===== src/ctp_pkg.sv =====
// Shared types, constants and codes of the CO2 trend predictor.
`default_nettype none
package ctp_pkg;

  localparam int WINDOW_POINTS_DEF = 6;
  localparam int MIN_POINTS        = 3;
  localparam int QUOT_BITS         = 9;

  localparam int PPM_W      = 16;
  localparam int CODE_W     = 3;
  localparam int MIN_W      = 8;
  localparam int SLOPE_W    = 8;
  localparam int HORIZON_W  = 8;
  localparam int INTERVAL_W = 6;
  localparam int CFG_W      = 16;
  localparam int CFG_IDX_W  = 2;

  localparam int IN_TDATA_W  = 16;
  localparam int IN_TUSER_W  = 2;
  localparam int OUT_TDATA_W = 32;

  localparam logic [PPM_W-1:0]      TARGET_RST   = 16'd1000;
  localparam logic [SLOPE_W-1:0]    SLOPE_RST    = 8'd5;
  localparam logic [HORIZON_W-1:0]  HORIZON_RST  = 8'd120;
  localparam logic [INTERVAL_W-1:0] INTERVAL_RST = 6'd5;

  typedef enum logic [CODE_W-1:0] {
    TREND_NONE        = 3'd0,
    TREND_STABLE      = 3'd1,
    TREND_RISING      = 3'd2,
    TREND_RISING_SLOW = 3'd3,
    TREND_VENT_SOON   = 3'd4,
    TREND_DROPPING    = 3'd5
  } trend_t;

  typedef enum logic [CFG_IDX_W-1:0] {
    REG_TARGET   = 2'd0,
    REG_SLOPE    = 2'd1,
    REG_HORIZON  = 2'd2,
    REG_INTERVAL = 2'd3
  } cfg_reg_t;

  typedef enum logic {
    OP_RECORD  = 1'b0,
    OP_PREDICT = 1'b1
  } opcode_t;

  typedef struct packed {
    logic rec_we;
    logic acc_clr;
    logic acc_en;
    logic none_en;
    logic prod_en;
    logic diff_en;
    logic lim_en;
    logic cls_en;
    logic mul1_en;
    logic mul2_en;
    logic dchk_en;
    logic div_en;
    logic fin_en;
    logic out_load;
  } ctp_cmd_t;

  typedef struct packed {
    logic few;
    logic acc_last;
    logic rising;
    logic div_last;
    logic out_free;
  } ctp_sts_t;

endpackage
`default_nettype wire


===== src/ctp_ctrl.sv =====
// Sequencer of the CO2 trend predictor: steps the datapath through one item.
`default_nettype none
module ctp_ctrl import ctp_pkg::*; (
  input  wire logic     clk,
  input  wire logic     rst_n,
  input  wire logic     in_tvalid,
  output logic          in_tready,
  input  wire opcode_t  in_opcode,
  input  wire logic     in_sensor_ready,
  input  wire ctp_sts_t sts,
  output ctp_cmd_t      cmd
);

  typedef enum logic [3:0] {
    S_IDLE, S_ACC, S_PROD, S_DIFF, S_LIM, S_CLS, S_MUL1, S_MUL2,
    S_DCHK, S_DIV, S_FIN, S_OUT
  } state_t;

  state_t state_r, state_nxt;
  logic   in_tready_r;
  logic   accept;

  assign in_tready = in_tready_r;
  assign accept    = in_tvalid && in_tready_r;

  always_comb begin
    state_nxt = state_r;
    cmd       = '0;
    unique case (state_r)
      S_IDLE: begin
        if (accept) begin
          if (in_opcode == OP_RECORD) begin
            cmd.rec_we = in_sensor_ready;
          end else if (sts.few) begin
            cmd.none_en = 1'b1;
            state_nxt   = S_OUT;
          end else begin
            cmd.acc_clr = 1'b1;
            state_nxt   = S_ACC;
          end
        end
      end
      S_ACC: begin
        cmd.acc_en = 1'b1;
        if (sts.acc_last) state_nxt = S_PROD;
      end
      S_PROD: begin
        cmd.prod_en = 1'b1;
        state_nxt   = S_DIFF;
      end
      S_DIFF: begin
        cmd.diff_en = 1'b1;
        state_nxt   = S_LIM;
      end
      S_LIM: begin
        cmd.lim_en = 1'b1;
        state_nxt  = S_CLS;
      end
      S_CLS: begin
        cmd.cls_en = 1'b1;
        state_nxt  = sts.rising ? S_MUL1 : S_OUT;
      end
      S_MUL1: begin
        cmd.mul1_en = 1'b1;
        state_nxt   = S_MUL2;
      end
      S_MUL2: begin
        cmd.mul2_en = 1'b1;
        state_nxt   = S_DCHK;
      end
      S_DCHK: begin
        cmd.dchk_en = 1'b1;
        state_nxt   = S_DIV;
      end
      S_DIV: begin
        cmd.div_en = 1'b1;
        if (sts.div_last) state_nxt = S_FIN;
      end
      S_FIN: begin
        cmd.fin_en = 1'b1;
        state_nxt  = S_OUT;
      end
      S_OUT: begin
        if (sts.out_free) begin
          cmd.out_load = 1'b1;
          state_nxt    = S_IDLE;
        end
      end
      default: state_nxt = S_IDLE;
    endcase
  end

  always_ff @(posedge clk) begin
    if (!rst_n) begin
      state_r     <= S_IDLE;
      in_tready_r <= 1'b0;
    end else begin
      state_r     <= state_nxt;
      in_tready_r <= (state_nxt == S_IDLE);
    end
  end

endmodule
`default_nettype wire


===== src/ctp_dp.sv =====
// Datapath of the CO2 trend predictor: sample window, serial sums, trend math.
`default_nettype none
module ctp_dp import ctp_pkg::*; #(
  parameter int WINDOW_POINTS = WINDOW_POINTS_DEF
) (
  input  wire logic                   clk,
  input  wire logic                   rst_n,
  input  wire ctp_cmd_t               cmd,
  output ctp_sts_t                    sts,
  input  wire logic [PPM_W-1:0]       in_ppm,
  input  wire logic                   cfg_we,
  input  wire logic [CFG_IDX_W-1:0]   cfg_index,
  input  wire logic [CFG_W-1:0]       cfg_data,
  input  wire logic                   out_tready,
  output logic                        out_tvalid,
  output logic [OUT_TDATA_W-1:0]      out_tdata
);

  localparam int W       = WINDOW_POINTS;
  localparam int IDX_W   = $clog2(W);
  localparam int CNT_W   = $clog2(W + 1);
  localparam int SX_MAX  = W * (W - 1) / 2;
  localparam int SX2_MAX = (W - 1) * W * (2 * W - 1) / 6;
  localparam int SX_W    = $clog2(SX_MAX + 1);
  localparam int SX2_W   = $clog2(SX2_MAX + 1);
  localparam int SY_W    = PPM_W + CNT_W;
  localparam int SXY_W   = PPM_W + SX_W;
  localparam int P1_W    = CNT_W + SXY_W;
  localparam int P2_W    = SX_W + SY_W;
  localparam int DEN_W   = CNT_W + SX2_W;
  localparam int P4_W    = 2 * SX_W;
  localparam int NUM_W   = ((P1_W > P2_W) ? P1_W : P2_W) + 1;
  localparam int LIM_W   = SLOPE_W + DEN_W;
  localparam int CW      = (NUM_W > LIM_W + 1) ? NUM_W : LIM_W + 1;
  localparam int T_W     = INTERVAL_W + PPM_W;
  localparam int DVD_W   = T_W + DEN_W;
  localparam int DV_W    = NUM_W - 1 + QUOT_BITS - 1;
  localparam int BIG_W   = NUM_W - 1 + QUOT_BITS;
  localparam int CMP_W   = (DVD_W > BIG_W) ? DVD_W : BIG_W;
  localparam int DST_W   = $clog2(QUOT_BITS);
  localparam int PAD_W   = OUT_TDATA_W - CODE_W - MIN_W - PPM_W;

  logic [PPM_W-1:0]      win_r [W];
  logic [IDX_W-1:0]      wp_r;
  logic [CNT_W-1:0]      cnt_r;
  logic [PPM_W-1:0]      target_r;
  logic [SLOPE_W-1:0]    slope_r;
  logic [HORIZON_W-1:0]  horizon_r;
  logic [INTERVAL_W-1:0] interval_r;

  logic [IDX_W-1:0]      rd_idx_r, step_r;
  logic [SY_W-1:0]       sy_r;
  logic [SXY_W-1:0]      sxy_r;
  logic [SX_W-1:0]       sx_r;
  logic [SX2_W-1:0]      sx2_r;
  logic [PPM_W-1:0]      cur_r;
  logic [P1_W-1:0]       p1_r;
  logic [P2_W-1:0]       p2_r;
  logic [DEN_W-1:0]      p3_r;
  logic [P4_W-1:0]       p4_r;
  logic signed [NUM_W-1:0] num_r;
  logic [DEN_W-1:0]      den_r;
  logic [LIM_W-1:0]      lim_r;
  logic [PPM_W-1:0]      remain_r;
  logic [T_W-1:0]        t_r;
  logic [DVD_W-1:0]      rem_r;
  logic [DV_W-1:0]       dv_r;
  logic [QUOT_BITS-1:0]  q_r;
  logic                  big_r;
  logic [DST_W-1:0]      dstep_r;

  trend_t                code_r;
  logic [MIN_W-1:0]      min_r;
  logic [PPM_W-1:0]      rep_r;
  logic                  out_valid_r;
  trend_t                out_code_r;
  logic [MIN_W-1:0]      out_min_r;
  logic [PPM_W-1:0]      out_cur_r;

  logic [IDX_W:0]        base_full;
  logic [IDX_W-1:0]      base_idx;
  logic [PPM_W-1:0]      y;
  logic signed [CW-1:0]  num_s, lim_s;
  logic                  rising, dropping;
  logic [NUM_W-2:0]      num_mag;
  logic                  div_ge;

  assign base_full = (IDX_W+1)'(wp_r) + (IDX_W+1)'(W) - (IDX_W+1)'(cnt_r);
  assign base_idx  = (base_full >= (IDX_W+1)'(W)) ? IDX_W'(base_full - (IDX_W+1)'(W))
                                                  : IDX_W'(base_full);
  assign y         = win_r[rd_idx_r];
  assign num_s     = CW'(num_r);
  assign lim_s     = $signed(CW'(lim_r));
  assign rising    = (num_s > lim_s) && (cur_r < target_r);
  assign dropping  = num_s < -lim_s;
  assign num_mag   = num_r[NUM_W-2:0];
  assign div_ge    = CMP_W'(rem_r) >= CMP_W'(dv_r);

  assign sts.few      = cnt_r < CNT_W'(MIN_POINTS);
  assign sts.acc_last = step_r == IDX_W'(cnt_r - CNT_W'(1));
  assign sts.rising   = rising;
  assign sts.div_last = dstep_r == '0;
  assign sts.out_free = !out_valid_r || out_tready;

  assign out_tvalid = out_valid_r;
  assign out_tdata  = {PAD_W'(0), out_cur_r, out_min_r, out_code_r};

  always_ff @(posedge clk) begin
    if (cmd.rec_we) begin
      win_r[wp_r] <= in_ppm;
    end
  end

  always_ff @(posedge clk) begin
    if (!rst_n) begin
      wp_r        <= '0;
      cnt_r       <= '0;
      target_r    <= TARGET_RST;
      slope_r     <= SLOPE_RST;
      horizon_r   <= HORIZON_RST;
      interval_r  <= INTERVAL_RST;
      out_valid_r <= 1'b0;
    end else begin
      if (cmd.rec_we) begin
        wp_r <= (wp_r == IDX_W'(W - 1)) ? '0 : wp_r + IDX_W'(1);
        if (cnt_r != CNT_W'(W)) cnt_r <= cnt_r + CNT_W'(1);
      end
      if (cfg_we) begin
        unique case (cfg_reg_t'(cfg_index))
          REG_TARGET:   target_r   <= cfg_data[PPM_W-1:0];
          REG_SLOPE:    slope_r    <= cfg_data[SLOPE_W-1:0];
          REG_HORIZON:  horizon_r  <= cfg_data[HORIZON_W-1:0];
          REG_INTERVAL: interval_r <= cfg_data[INTERVAL_W-1:0];
          default: ;
        endcase
      end
      if (cmd.out_load) begin
        out_valid_r <= 1'b1;
      end else if (out_tready) begin
        out_valid_r <= 1'b0;
      end
    end
  end

  always_ff @(posedge clk) begin
    if (cmd.acc_clr) begin
      rd_idx_r <= base_idx;
      step_r   <= '0;
      sy_r     <= '0;
      sxy_r    <= '0;
      sx_r     <= '0;
      sx2_r    <= '0;
    end
    if (cmd.acc_en) begin
      sy_r     <= sy_r + SY_W'(y);
      sxy_r    <= sxy_r + SXY_W'(step_r) * SXY_W'(y);
      sx_r     <= sx_r + SX_W'(step_r);
      sx2_r    <= sx2_r + SX2_W'(step_r) * SX2_W'(step_r);
      cur_r    <= y;
      step_r   <= step_r + IDX_W'(1);
      rd_idx_r <= (rd_idx_r == IDX_W'(W - 1)) ? '0 : rd_idx_r + IDX_W'(1);
    end
    if (cmd.prod_en) begin
      p1_r <= P1_W'(cnt_r) * P1_W'(sxy_r);
      p2_r <= P2_W'(sx_r) * P2_W'(sy_r);
      p3_r <= DEN_W'(cnt_r) * DEN_W'(sx2_r);
      p4_r <= P4_W'(sx_r) * P4_W'(sx_r);
    end
    if (cmd.diff_en) begin
      num_r <= $signed(NUM_W'(p1_r)) - $signed(NUM_W'(p2_r));
      den_r <= p3_r - DEN_W'(p4_r);
    end
    if (cmd.lim_en) begin
      lim_r    <= LIM_W'(slope_r) * LIM_W'(den_r);
      remain_r <= target_r - cur_r;
    end
    if (cmd.mul1_en) begin
      t_r <= T_W'(interval_r) * T_W'(remain_r);
    end
    if (cmd.mul2_en) begin
      rem_r <= DVD_W'(t_r) * DVD_W'(den_r);
    end
    if (cmd.dchk_en) begin
      dv_r    <= DV_W'(num_mag) << (QUOT_BITS - 1);
      big_r   <= CMP_W'(rem_r) >= (CMP_W'(num_mag) << QUOT_BITS);
      q_r     <= '0;
      dstep_r <= DST_W'(QUOT_BITS - 1);
    end
    if (cmd.div_en) begin
      if (div_ge) rem_r <= DVD_W'(CMP_W'(rem_r) - CMP_W'(dv_r));
      q_r     <= {q_r[QUOT_BITS-2:0], div_ge};
      dv_r    <= dv_r >> 1;
      dstep_r <= dstep_r - DST_W'(1);
    end
    if (cmd.none_en) begin
      code_r <= TREND_NONE;
      min_r  <= '0;
      rep_r  <= '0;
    end
    if (cmd.cls_en) begin
      min_r <= '0;
      rep_r <= '0;
      if (rising) begin
        code_r <= TREND_RISING;
      end else if (dropping) begin
        code_r <= TREND_DROPPING;
      end else begin
        code_r <= TREND_STABLE;
        rep_r  <= cur_r;
      end
    end
    if (cmd.fin_en) begin
      priority if (big_r || (q_r > QUOT_BITS'(horizon_r))) begin
        code_r <= TREND_RISING_SLOW;
      end else if (q_r == '0) begin
        code_r <= TREND_VENT_SOON;
      end else begin
        code_r <= TREND_RISING;
        min_r  <= q_r[MIN_W-1:0];
      end
    end
    if (cmd.out_load) begin
      out_code_r <= code_r;
      out_min_r  <= min_r;
      out_cur_r  <= rep_r;
    end
  end

endmodule
`default_nettype wire


===== src/co2_trend_predictor.sv =====
// Top level of the CO2 trend predictor: least-squares trend over recent samples.
//
//  channel  dir  handshake            payload
//  in_      in   in_tvalid/in_tready  in_tdata: co2_ppm; in_tuser: opcode, sensor_ready
//  out_     out  out_tvalid/out_tready out_tdata: trend_code, minutes_left, current_ppm
//  cfg_     in   cfg_we               cfg_index, cfg_data
//
//  A predict word runs a serial sum over the stored samples, then the trend math for stable
//  or dropping, plus the 9-step restoring divider for rising; with fewer than three
//  samples it reports no trend directly.
//  rst_n is synchronous; in_tready rises in the cycle after reset is released.
//  A record word is taken while a result waits; a predict holds in its last
//  step until the output register is free.
`default_nettype none
module co2_trend_predictor import ctp_pkg::*; #(
  parameter int WINDOW_POINTS = WINDOW_POINTS_DEF
) (
  input  wire logic                   clk,
  input  wire logic                   rst_n,
  input  wire logic                   in_tvalid,
  output logic                        in_tready,
  input  wire logic [IN_TDATA_W-1:0]  in_tdata,   // [15:0] co2_ppm
  input  wire logic [IN_TUSER_W-1:0]  in_tuser,   // [0] opcode, [1] sensor_ready
  output logic                        out_tvalid,
  input  wire logic                   out_tready,
  output logic [OUT_TDATA_W-1:0]      out_tdata,  // [2:0] trend_code, [10:3] minutes_left,
                                                  // [26:11] current_ppm, [31:27] zero
  input  wire logic                   cfg_we,
  input  wire logic [CFG_IDX_W-1:0]   cfg_index,
  input  wire logic [CFG_W-1:0]       cfg_data
);

  ctp_cmd_t cmd;
  ctp_sts_t sts;

  ctp_ctrl u_ctrl (
    .clk             (clk),
    .rst_n           (rst_n),
    .in_tvalid       (in_tvalid),
    .in_tready       (in_tready),
    .in_opcode       (opcode_t'(in_tuser[0])),
    .in_sensor_ready (in_tuser[1]),
    .sts             (sts),
    .cmd             (cmd)
  );

  ctp_dp #(
    .WINDOW_POINTS (WINDOW_POINTS)
  ) u_dp (
    .clk        (clk),
    .rst_n      (rst_n),
    .cmd        (cmd),
    .sts        (sts),
    .in_ppm     (in_tdata[PPM_W-1:0]),
    .cfg_we     (cfg_we),
    .cfg_index  (cfg_index),
    .cfg_data   (cfg_data),
    .out_tready (out_tready),
    .out_tvalid (out_tvalid),
    .out_tdata  (out_tdata)
  );

endmodule
`default_nettype wire


===== config.mk =====
export PLATFORM = sky130hd
export DESIGN_NAME = co2_trend_predictor
export DESIGN_NICKNAME = d
export VERILOG_FILES = /design/src/ctp_pkg.sv /design/src/ctp_ctrl.sv /design/src/ctp_dp.sv /design/src/co2_trend_predictor.sv
export SDC_FILE = /design/constraint.sdc
export NUM_CORES = 2
export LEC_CHECK = 0
export BUFFER_PORTS_ARGS = -buffer_cell sky130_fd_sc_hd__buf_2
export CORE_ASPECT_RATIO = 0.8
export CORE_UTILIZATION = 59
export DETAILED_ROUTE_END_ITERATION = 7
export GPL_TIMING_DRIVEN = 0
export PLACE_DENSITY = 0.79
export SYNTH_ARGS = -nofsm -noshare
export SYNTH_HDL_FRONTEND = slang
export SYNTH_SLANG_ARGS = --single-unit

===== constraint.sdc =====
create_clock -name clk -period 4.8 [get_ports clk]
set_input_delay 0.24 -clock clk [delete_from_list [all_inputs] [get_ports clk]]
set_output_delay 0.24 -clock clk [all_outputs]
set_load 0.005 [all_outputs]

Word level (Yosys, flattened, before mapping)
Memories as Yosys holds them, arrays and structs flattened. A register that Yosys moved wholly into a read port is not among the register bits.
Cells that the tools add are included.
{"block": "classes", "addsub": 18, "n_div": 0, "mux": 74, "n_reduce_logical": 20, "mul": 9, "bitwise": 0, "magnitude_cmp": 8, "n_eq_ne": 18, "shift": 0}
{"operator": "31-bit two-way mux", "n": 3}
{"operator": "16-bit two-way mux", "n": 4}
{"operator": "30-bit two-way mux", "n": 2}
{"operator": "4-bit case mux with 12 select lines", "n": 1}
{"operator": "3-bit two-way mux", "n": 15}
{"operator": "4-bit two-way mux", "n": 11}
{"operator": "20-bit two-way mux", "n": 2}
{"operator": "8-bit two-way mux", "n": 5}
{"operator": "19-bit two-way mux", "n": 2}
{"operator": "31-bit by 32-bit >= comparator with 1-bit output", "n": 1}
{"operator": "31-bit >= comparator", "n": 1}
{"operator": "22-bit by 9-bit multiplier with 31-bit output", "n": 1}
{"operator": "31-bit subtractor", "n": 1}
{"operator": "24-bit by 18-bit greater-than comparator with 1-bit output", "n": 1}
{"operator": "24-bit < comparator", "n": 1}
{"operator": "17-bit negation with 24-bit output", "n": 1}
{"operator": "23-bit by 23-bit subtractor with 24-bit output", "n": 1}
{"operator": "3-bit by 20-bit multiplier with 23-bit output", "n": 1}
{"operator": "4-bit by 19-bit multiplier with 23-bit output", "n": 1}
{"operator": "1-bit two-way mux", "n": 23}
{"operator": "6-bit by 16-bit multiplier with 22-bit output", "n": 1}
{"operator": "20-bit by 19-bit adder with 20-bit output", "n": 1}
{"operator": "19-bit by 16-bit adder with 19-bit output", "n": 1}
{"operator": "3-bit by 16-bit multiplier with 19-bit output", "n": 1}
{"operator": "other kinds (39)", "n": 65}
{"block": "totals", "out_inout_bits": 34, "ff_bits": 402, "latchBits": 0, "n_memories": 1, "ram_bits": 96, "input_bits": 41, "mem_bits_ro": 0}
{"name": "u_dp.win_r", "words": 6, "width": 16, "read_ports": 1, "rd_clocked_by_memory_dff": 1, "wr": 1, "line_no": "ctp_dp.sv:43", "text": "logic [PPM_W-1:0] win_r [W];"}

Depth between registers and ports, before layout
{"block": "logic_depth", "ltp_word": 10, "ltp_mapped": 22}

Modules after synthesis
Synthesis repeated with hierarchy kept, for this count alone.
{"block": "hier_totals", "cells_unflattened": 4258, "hier_area_um2": 41912.7}
{"mod": "ctp_dp", "cells_each": 4198, "seq_area_each_um2": 13983.4, "area_per_inst_um2": 41456.0, "instances": 1}
{"mod": "ctp_ctrl", "cells_each": 60, "seq_area_each_um2": 100.1, "area_per_inst_um2": 456.7, "instances": 1}

Worst setup path before layout
Ideal clock, no wire load.
{"block": "synth_timing", "kind": "register -> register", "startpoint": "register with a tool-made name", "endpoint": "register u_dp.sxy_r[18] (data pin)", "setup_ps": 266, "slack_ps": -328, "required_ps": 4534, "stages_incl_launch_ff": 21, "arrival_ps": 4862, "cell_sequence": "dfxtp_1 -> clkbuf_1 -> buf_1 -> mux4_2 -> nor2_1 -> a21oi_1 -> nand2_1 -> fa_1 -> fa_1 -> inv_1 -> ha_1 -> a21o_1 -> a21o_1 -> a2111oi_0 -> nor4_1 -> o21ai_0 -> nand3_1 -> o211ai_1 -> o21ai_0 -> xnor2_1 -> nor2_1"}
{"item": "end signal: assignment", "line_no": "ctp_dp.sv:156", "text": "sxy_r <= sxy_r + SXY_W'(step_r) * SXY_W'(y);"}
{"item": "end: declaration", "line_no": "ctp_dp.sv:53", "text": "logic [SXY_W-1:0] sxy_r;"}

Final worst setup path
{"block": "layout_timing", "startpoint": "register u_dp.den_r[3]", "endpoint": "register u_dp.rem_r[23]"}
{"block": "layout_via", "elab_chain_cells": 4}
{"item": "start: declaration", "line_no": "ctp_dp.sv:62", "text": "logic [DEN_W-1:0] den_r;"}
{"item": "start signal: assignment", "line_no": "ctp_dp.sv:171", "text": "den_r <= p3_r - DEN_W'(p4_r);"}
{"item": "22-bit by 9-bit multiplier with 31-bit output (*)", "line_no": "ctp_dp.sv:181", "text": "rem_r <= DVD_W'(t_r) * DVD_W'(den_r);"}
{"item": "31-bit two-way mux (*)", "line_no": "ctp_dp.sv:180", "text": "if (cmd.mul2_en) begin"}
{"item": "31-bit two-way mux", "line_no": "ctp_dp.sv:190", "text": "if (div_ge) rem_r <= DVD_W'(CMP_W'(rem_r) - CMP_W'(dv_r));"}
{"item": "31-bit two-way mux (*)", "line_no": "ctp_dp.sv:189", "text": "if (cmd.div_en) begin"}
{"item": "end signal: assignment", "line_no": "ctp_dp.sv:181"}
{"item": "end signal: assignment", "line_no": "ctp_dp.sv:190"}
{"item": "end: declaration", "line_no": "ctp_dp.sv:66", "text": "logic [DVD_W-1:0] rem_r;"}
Mark *: on every way between the ends. The rest lies on a longest branch, timed or not.
A chain may end at the register's enable or synchronous reset.

==> impl_metrics.csv <==
group,metric,value,unit
cts,cts_tree,"yes",
critical_path,end_kind,"flop",
yosys,async_flop_share,0,%
global_route,track_usage,30.4,%
critical_path,r2r_start,"u_dp.den_r[3]$_DFFE_PP_",
power_and_ir_drop,power_switching,8610,uW
sta,max_slew_margin,18.8,%
worst_hold_path,hold_class,"primary input to flop",
yosys,ys_ff_latch,500,
cells_and_area,drive_above_1_share,13.1,%
sta,maxSlewViolCount,0,
power_and_ir_drop,ir_drop,1.10,mV
power_and_ir_drop,pwr-share-comb,53.2,%
floorplan,fp.dieW,298,um
sta,period_needed,5.33,ns
sta,max_freq,0.188,GHz
sta,tightest_slew,1.21,ns
sta,rsz0062_at_grt,"yes",
sta,finalWorstSetupSlack,-0.526,ns
cts,root_buffer,"clkbuf_16",
global_route,overflow,0,
critical_path,r2r_setup_slack,-0.53,ns
critical_path,regToRegEndpoint,"u_dp.rem_r[23]$_DFF_P_",
critical_path,cp.buffers_inverters,4,
cts,cts_sinks,500,
yosys,postSynthCellCount,4187,
floorplan,initial_core_util,59.9,%
place,placed_cells,5193,
place,portBuffers,68,
cells_and_area,final_cells,5432,
critical_path,worstSetupStartpointType,"flop",
sta,post-route-period-util,111,%
cts,cts_buffers,50,
drt,first_pass_iters,6,
outcome,run_status,"complete, but fails checks",
place,gp_congestion,0.957,
global_route,grt_max_degree,45,
critical_path,path_delay_family,"adder cells",
drt,drc,0,
place,dp_hpwl,80500,um
floorplan,core_region_area,0.0692,mm^2
job,drv_cap,0,
sta,skew,0.0325,ns
critical_path,crit_cells,19,
sta,hold_ws,0.0652,ns
power_and_ir_drop,seqPwrFrac,27.6,%
critical_path,criticalPathCategory,"flop to flop",
drt,antenna_left,0,
cts,htreeDepth,2,
outcome,violations,"setup timing",
global_route,grt_pass1_wl,169000,um
critical_path,arrival,5.83,ns
power_and_ir_drop,powerDensity,443,mW/mm^2
yosys,netlist_area,0.0414,mm^2
worst_hold_path,whs_endpoint,"u_ctrl.in_tready$_SDFF_PN0_",
floorplan,fp.dieH,239,um
cts,clock_latency,0.62,ns
drt,via_per_inst,5.83,
yosys,synth_edf_count,407,
critical_path,cp_slowest_cell,"fa_1",
worst_hold_path,whs_path_depth,4,
worst_hold_path,min-delay-start,"in_tuser[0]",
critical_path,cp_max_fo,8,
floorplan,io_pins,75,
cts,cts_buffer_depth,3,
power_and_ir_drop,power_leakage,0.0216,uW
power_and_ir_drop,power_frac_clock,19.2,%
drt,wl_per_cell,20.3,um
cts,path_clk_slew,0.07,ns
yosys,ys_types,79,
power_and_ir_drop,power_switching_share,40.7,%
drt,totalWireLength,110000,um
drt,route.vias.total,31649,
place,dp_slack,-1.33,ns
floorplan,die_area,0.0713,mm^2
critical_path,max_stage_delay,0.55,ns
cells_and_area,finalNetCount,5228,
sta,setup_viol,19,
critical_path,cp_data_required_time,5.31,ns
yosys,yosysSeqAreaShare,34.0,%
critical_path,reg2regPathDepth,19,
critical_path,cpMostUsedCell,"fa_1",
global_route,antenna_found_initial,1,
yosys,yosysWarningCount,0,
floorplan,row_count,86,
sta,hold_viol_final,0,
yosys,synth_ff_type,"edfxtp_1",
drt,drtIter0Drc,2647,
global_route,grt_pass1_vias,30729,
power_and_ir_drop,p_int,12500,uW
critical_path,crit_chain,"clkbuf_8, buf_8, and2_4, fa_1, fa_1, fa_1, inv_1, fa_1, inv_2, ha_4, o311a_1, a21oi_2, o31a_1, o31a_1, o21bai_1, a21oi_2, xor2_2, o21ai_1, mux2_4",
cells_and_area,area_growth_syn_to_layout,15.3,%
yosys,postSynthAreaPerCell,9.89,um^2
[synthesized netlist by cell type (all sizes together), types with 14 or more instances]
cell    instances  share of area, %
a211oi         33              0.61
a21boi         25              0.45
a21o           71               1.3
a21oi         191               2.3
a31oi          21              0.32
and2          250               3.8
and3           36              0.54
buf            17              0.21
clkbuf        115               1.0
dfxtp          93               4.5
edfxtp        407                30
fa            335                16
ha            388                12
inv           602               5.5
mux2i          47               1.1
mux4           16              0.87
nand2         538               4.9
nand2b         24              0.36
nand3          48              0.58
nand4          22              0.33
nor2          236               2.1
nor2b          49              0.74
nor3           62              0.75
nor4           20              0.30
o211ai         14              0.25
o21a           43              0.78
o21ai         127               1.5
o21bai         25              0.48
or2            15              0.23
xnor2         142               3.0
xor2           61               1.3
[cell families (layout without fill, tap and decap cells)]
kind of cell    after synthesis  after routing  share of synthesized area (%)
buf+inv                     735           1050                           6.71
fa+ha+maj                   723            723                           27.9
xor+xnor                    203            203                           4.29
compound gates              621            621                           9.63
other cells                   1              7                        0.00906
mux                          65             65                           2.06
flops                       500            500                           34.0
simple gates               1339           1339                           15.4
[per-layer routing]
layer  part of all wire (%)  routed length, um  GRT usage [%]
met1                     42              46500           42.5
met2                     45              49400           47.3
met3                    9.2              10200           5.96
met5                  0.011                 12              0
met4                    3.6               4010           11.0
[worst max-delay path by stage]
stage                                 start                           end  slack (ns)
2_1_floorplan       u_dp.den_r[8]$_DFFE_PP_        u_dp.rem_r[30]$_DFF_P_       0.002
3_3_place_gp   u_ctrl.state_r[2]$_SDFF_PN0_   u_dp.remain_r[14]$_DFFE_PP_       -1.38
3_5_place_dp                           flop  u_dp.sxy_r[18]$_SDFFCE_PN0N_       -1.33
4_1_cts             u_dp.den_r[3]$_DFFE_PP_        u_dp.rem_r[23]$_DFF_P_       -0.41
5_1_grt             u_dp.den_r[3]$_DFFE_PP_        u_dp.rem_r[30]$_DFF_P_       -0.68
6_report            u_dp.den_r[3]$_DFFE_PP_        u_dp.rem_r[23]$_DFF_P_       -0.53
[layout make-up]
cell class	count	area [um^2]
clock inverters	27	302
fillers	4935	21400
flip-flops and latches	500	14100
diodes	2	5.00
plain buffers	119	841
multi-input cells	2956	25800
repair buffers	234	1840
clock buffers	67	1380
well taps	924	1160
inverters	603	2260
[repair_timing]
action                                  CTS  global route
hold endpoints to repair                126             0
pin swaps                               103           123
endpoints found under the setup margin   63            54
resized for setup                       266           159
hold buffers                             34             0
cloned                                    2             1
setup buffers                            66            53
[through the flow]
| step | total power, uW | utilization [%] | instance area [um^2] | TNS (ns) |
|---|---|---|---|---|
| final | 21100 | 69.0 | 47700 | -6.44 |
| after global routing | 22500 | 69.0 | 47700 | -9.16 |
| after CTS | 20200 | 67.7 | 46800 | -4.09 |
| after detailed placement | 15300 | 62.4 | 43200 | -28.92 |
| after global placement | 15000 | 62.2 | 43000 | -69.44 |
| after floorplan | 13000 | - | 41500 | 0 |
[sequential cells by signal (all words and copies together), names as in the netlist, 16 cells and up, named ones only]
name / flops
u_dp.win_r: 96
u_dp.dv_r: 31
u_dp.rem_r: 31
u_dp.num_r: 24
u_dp.p1_r: 23
u_dp.p2_r: 23
u_dp.t_r: 22
u_dp.sxy_r: 20
u_dp.sy_r: 19
u_dp.lim_r: 17
u_dp.cur_r: 16
u_dp.out_cur_r: 16
u_dp.remain_r: 16
u_dp.rep_r: 16
u_dp.target_r: 16
[worst min-delay path, stage by stage]
cell and delay, ns:
buf_2 0.12, a221oi_1 0.10, nand4_1 0.10, nor4_1 0.06
[power groups by stage]
stage / sequential, uW / clock (uW) / combinational, uW
after floorplan: 5740 / 0 / 7220
after detailed placement: 5890 / 0 / 9410
after global placement: 5910 / 0 / 9090
after global routing: 5870 / 4250 / 12300
after CTS: 5820 / 4090 / 10300
final: 5840 / 4060 / 11200
[cell usage in the layout, fill, tap and decap left out, types with 46 or more instances in the layout]
| master | instances |
|---|---|
| dfxtp_1 | 85 |
| xor2_1 | 57 |
| and2_1 | 238 |
| o21ai_0 | 89 |
| ha_1 | 361 |
| a21o_1 | 71 |
| nor2_1 | 216 |
| inv_1 | 586 |
| nor2b_1 | 47 |
| buf_4 | 111 |
| edfxtp_1 | 407 |
| mux2i_1 | 46 |
| nand2_1 | 533 |
| nor3_1 | 55 |
| fa_1 | 324 |
| nand3_1 | 46 |
| clkbuf_1 | 68 |
| buf_2 | 71 |
| xnor2_1 | 130 |
| a21oi_1 | 153 |
| clkbuf_16 | 53 |
No activity file was read; power rests on OpenSTA's default activity.
